File: config.mk
export PLATFORM = sky130hd
export DESIGN_NAME = dlml_div
export DESIGN_NICKNAME = d
export VERILOG_FILES = /design/src/rtl/dlml_pkg.sv /design/src/rtl/dlml_div.sv
export SDC_FILE = /design/constraint.sdc
export NUM_CORES = 1
export LEC_CHECK = 0
export ABC_AREA = 1
export BUFFER_PORTS_ARGS = -buffer_cell sky130_fd_sc_hd__clkbuf_2
export CORE_ASPECT_RATIO = 2
export CORE_MARGIN = 8
export CORE_UTILIZATION = 50
export DETAILED_ROUTE_END_ITERATION = 16
export GPL_TIMING_DRIVEN = 0
export PLACE_DENSITY = 0.68
export SYNTH_ARGS = -nofsm -noshare
export SYNTH_HDL_FRONTEND = slang
export SYNTH_SLANG_ARGS = --single-unit
File: constraint.sdc
create_clock -name clk_i -period 7.57 [get_ports clk_i]
set_clock_uncertainty 0.1 [all_clocks]
set_input_delay 1.514 -clock clk_i [delete_from_list [all_inputs] [get_ports clk_i]]
set_output_delay 1.514 -clock clk_i [all_outputs]
set_load 0.01 [all_outputs]
File: src/rtl/dlml_pkg.sv
// Shared types and constants for the discrete Laplace mixture likelihood block.
// No dependencies.
`timescale 1ns / 1ps

package dlml_pkg;

  localparam logic [1:0] REQ_CENTER = 2'd0;
  localparam logic [1:0] REQ_PROB   = 2'd1;
  localparam logic [1:0] REQ_TAU    = 2'd2;
  localparam logic [1:0] REQ_LOCUS  = 2'd3;

  localparam logic [31:0] Q32_MAX = 32'hFFFF_FFFF;
  localparam logic [63:0] Q32_ONE = 64'h1_0000_0000;
  localparam int          EMIT_LIMIT = 16;

  typedef enum logic [4:0] {
    S_IDLE,
    S_FDIV,
    S_RD,
    S_DIFF,
    S_POWA,
    S_POWB,
    S_W1,
    S_W2,
    S_F1,
    S_F2,
    S_WR,
    S_SRD,
    S_SADD,
    S_ERD,
    S_EST,
    S_EDIV,
    S_EOUT,
    S_TOUT
  } dlml_state_e;

endpackage

File: src/rtl/dlml_div.sv
// Bit-serial fractional divider: floor(w * 2^32 / t), saturated when w >= t.
// Uses dlml_pkg.
`timescale 1ns / 1ps

module dlml_div (
  input  logic        clk_i,
  input  logic        rst_ni,
  input  logic        start_i,
  input  logic [63:0] w_i,
  input  logic [63:0] t_i,
  output logic        done_o,
  output logic [31:0] q_o
);
  import dlml_pkg::*;

  logic        busy_q, busy_d;
  logic        done_q, done_d;
  logic [5:0]  cnt_q, cnt_d;
  logic [63:0] rem_q, rem_d;
  logic [63:0] den_q, den_d;
  logic [31:0] quo_q, quo_d;
  logic [64:0] shifted;
  logic        take;

  assign shifted = {rem_q, 1'b0};
  assign take    = shifted >= {1'b0, den_q};

  always_comb begin
    busy_d = busy_q;
    done_d = 1'b0;
    cnt_d  = cnt_q;
    rem_d  = rem_q;
    den_d  = den_q;
    quo_d  = quo_q;
    if (start_i) begin
      den_d = t_i;
      rem_d = w_i;
      quo_d = '0;
      cnt_d = '0;
      if (w_i >= t_i) begin
        quo_d = Q32_MAX;
        done_d = 1'b1;
      end else begin
        busy_d = 1'b1;
      end
    end else if (busy_q) begin
      // one quotient bit per cycle, restoring
      rem_d = take ? 64'(shifted - {1'b0, den_q}) : shifted[63:0];
      quo_d = {quo_q[30:0], take};
      cnt_d = cnt_q + 6'd1;
      if (cnt_q == 6'd31) begin
        busy_d = 1'b0;
        done_d = 1'b1;
      end
    end
  end

  always_ff @(posedge clk_i or negedge rst_ni) begin
    if (!rst_ni) begin
      busy_q <= 1'b0;
      done_q <= 1'b0;
      cnt_q  <= '0;
    end else begin
      busy_q <= busy_d;
      done_q <= done_d;
      cnt_q  <= cnt_d;
    end
  end

  always_ff @(posedge clk_i) begin
    rem_q <= rem_d;
    den_q <= den_d;
    quo_q <= quo_d;
  end

  assign done_o = done_q;
  assign q_o    = quo_q;

endmodule

==> run_results.csv <==
group,metric,value,unit
yosys,synth_compound_area_share,3.78,%
timing,finalHoldViolCount,0,
floorplanning,core_area,30000,µm²
layout,mostFrequentLayoutCells,"nand2_1, inv_1, clkbuf_2",
worst_setup_path,critical_path.top_delay_family,"buffers and inverters",
worst_setup_path,r2r_cells,11,
global_routing,grt_pass1_wl,74300,µm
drt,vias,14000,
worst_setup_path,start_kind,"primary input",
worst_hold_path,hold_class,"register to register",
yosys,synth_seq_area_share,33.1,%
power,design_power_total,5720,µW
floorplanning,die-area,36400,µm²
yosys,synth_simple_gate_area_share,37.0,%
cts,cts_tree,"done",
power,vdd_drop_max,0.190,mV
worst_setup_path,worstPathRequired,7.64,ns
worst_hold_path,whs_path_depth,1,
yosys,synthAdderAreaFrac,10.8,%
worst_setup_path,arrival,4.09,ns
drt,firstDrtPassIters,6,
cts,clk_pin_slew,0.07,ns
power,p_clk_share,15.7,%
floorplanning,io_pins,164,
yosys,synthXorXnorAreaFrac,1.79,%
drt,ant_nets,0,
drt,routed_via_density,4.91,
cts,cts_made_buffers,17,
cts,cts_setup_buffers,0,
global_routing,grt_max_degree,60,
timing,relSlewSlack,36.9,%
worst_setup_path,criticalPathCategory,"primary input to register",
drt,routedWlPerCell,16.5,µm
worst_setup_path,reg2reg_slack,4.36,ns
timing,setup_violations,0,
power,swShare,49.1,%
placed_design,hpwl,39800,µm
cts,clk_latency,0.46,ns
floorplanning,die-height,262,µm
worst_setup_path,crit_path_max_fanout,59,
floorplanning,start_util,50.5,%
worst_setup_path,end_kind,"register",
power,p_sw,2810,µW
timing,min_period,4.02,ns
floorplanning,row_count,90,
cts,htreeDepth,4,
cts,ctsHoldBuffers,0,
cts,clock_sinks,168,
yosys,syn_inst,2290,
power,pwr-share-comb,59.8,%
yosys,synth_fp_nets,2551,
worst_setup_path,path_depth,6,
worst_setup_path,path_cells,"clkbuf_4, buf_12, inv_1, clkbuf_1, nand2_4, buf_16",
layout,drive_gt1_share,10.5,%
yosys,yosysWarnings,0,
yosys,ys_ff_latch,168,
cts,ctsResizeCount,0,
layout,antennaDiodeCount,0,
timing,rsz0062_at_grt,"no",
global_routing,track_usage,26.4,%
yosys,synth_top_family_by_area,"simple AND/OR/NAND/NOR gates",
yosys,avgSynthCellArea,6.61,µm²
power,power.density,335,nW/µm²
outcome,status,"complete, no violations",
global_routing,gr-total-overflow,0,
placed_design,globalplace.congestion,0.980,
timing,drv_slew,0,
timing,worst_pin_slew,0.946,ns
placed_design,placedCellCount,2823,
yosys,synth_area,15100,µm²
placed_design,port_buffers,163,
yosys,synth_mux_area_share,0,%
layout,layout_commonest_cell,"nand2_1",
drt,drcViolationCount,0,
worst_setup_path,max_stage_delay,0.69,ns
worst_setup_path,slowest_stage,"clkbuf_1",
drt,drt-total-wl,47100,µm
layout,area_growth,12.8,%
power,power.internal,2910,µW
layout,final_cells,2855,
timing,max_freq,249,MHz
timing,min_period_over_period,53.1,%
power,leakagePower,0.00982,µW
drt,drt_iter0_markers,796,
worst_setup_path,worst-path-buf-inv,5,
global_routing,grt_pass1_vias,14300,
cts,clock-root-buffer,"clkbuf_16",
power,p_seq_share,24.6,%
yosys,ys_types,37,
floorplanning,die_w,139,µm
cts,cts.path.max_buffers,2,
layout,fin_nets,2735,
global_routing,antenna_found_initial,0,
run,max_cap_violations,0,
==> stage by stage <==
step / area [µm²] / hold WS [ns] / worst slack, ns / util, % / setup TNS [ns]
2_1_floorplan: 15100 / 0.334 / 3.08 / - / 0
3_3_place_gp: 16400 / 0.352 / -0.379 / 54.8 / -35.17
6_report: 17100 / 0.370 / 3.55 / 57.0 / 0
3_5_place_dp: 16500 / 0.359 / 2.94 / 55.0 / 0
4_1_cts: 17100 / 0.371 / 3.45 / 57.0 / 0
5_1_grt: 17100 / 0.391 / 3.38 / 57.0 / 0
==> routing by layer <==
metal	track usage, %	up-vias	part of all wire [%]
li1	-	7422	-
met3	3.71	92	3.8
met1	28.5	6178	40
met4	16.7	0	6.0
met2	48.0	327	50
met5	0	-	0
==> worst paths after layout <==
kind,to,start
worst max-delay path,rem_q[38],start_i
worst min-delay path,cnt_q[5],cnt_q[5]
worst max register to register,rem_q[48],rem_q[44]
worst min register to register,cnt_q[5],cnt_q[5]
max in group asynchronous,cnt_q[5],rst_ni
min in group asynchronous,cnt_q[4],rst_ni
==> power by group through the flow <==
stage	logic, µW	clock network (µW)	registers [µW]
finish	3420	896	1400
global placement	3370	0	1410
global route	3850	947	1430
CTS	3410	913	1400
detailed placement	3390	0	1410
floorplan	2420	0	1390
==> cell usage after synthesis, drive strengths merged <==
cell type	number	share of area (%)
a21o	2	0.099
a21oi	82	2.8
and2	6	0.25
and3	3	0.12
buf	22	0.97
clkbuf	18	0.45
clkinv	1	0.025
dfrtp	8	1.3
edfxtp	160	32
fa	1	0.13
ha	129	11
inv	490	12
nand2	949	24
nand3	120	4.1
nand3b	76	3.8
nand4	16	0.66
nor2	130	3.6
nor3	14	0.46
nor3b	1	0.050
nor4	3	0.12
o211ai	2	0.099
o21ai	21	0.69
o21bai	2	0.099
or2	3	0.12
xnor2	29	1.7
xor2	2	0.12
==> cell families after synthesis <==
| logic type | count (synthesis) |
|---|---|
| AOI/OAI and AO/OA | 109 |
| buffers and inverters | 531 |
| xor gates and xnor gates | 31 |
| and+or+nand+nor | 1321 |
| DFF | 168 |
| adders and majority gates | 130 |
==> cell type report <==
cell class / instances / area [µm²]
clock inverters: 15 / 176
plain buffers: 40 / 214
repair buffers: 165 / 866
inverters: 491 / 1840
multi-input cells: 1591 / 8080
well taps: 368 / 460
flip-flops and latches: 168 / 5000
clock buffers: 17 / 425
fillers: 3058 / 12900
==> worst reg2reg max path, cell delays in order (launching register included) <==
cell and delay, ns:
edfxtp_1 0.42, ha_1 0.48, nand2_1 0.18, nor2_1 0.35, nand2_1 0.22, nor2_2 0.26
nand3_4 0.28, nand2_8 0.27, buf_6 0.19, nand2_1 0.09, nand3_1 0.10, nand2_1 0.06
==> registers in the layout, indices dropped and copies added (netlist names) <==
signal and count:
den_q 64, rem_q 64, q_o 32, cnt_q 6
busy_q 1, done_o 1
(Power assumes the default switching activity.)
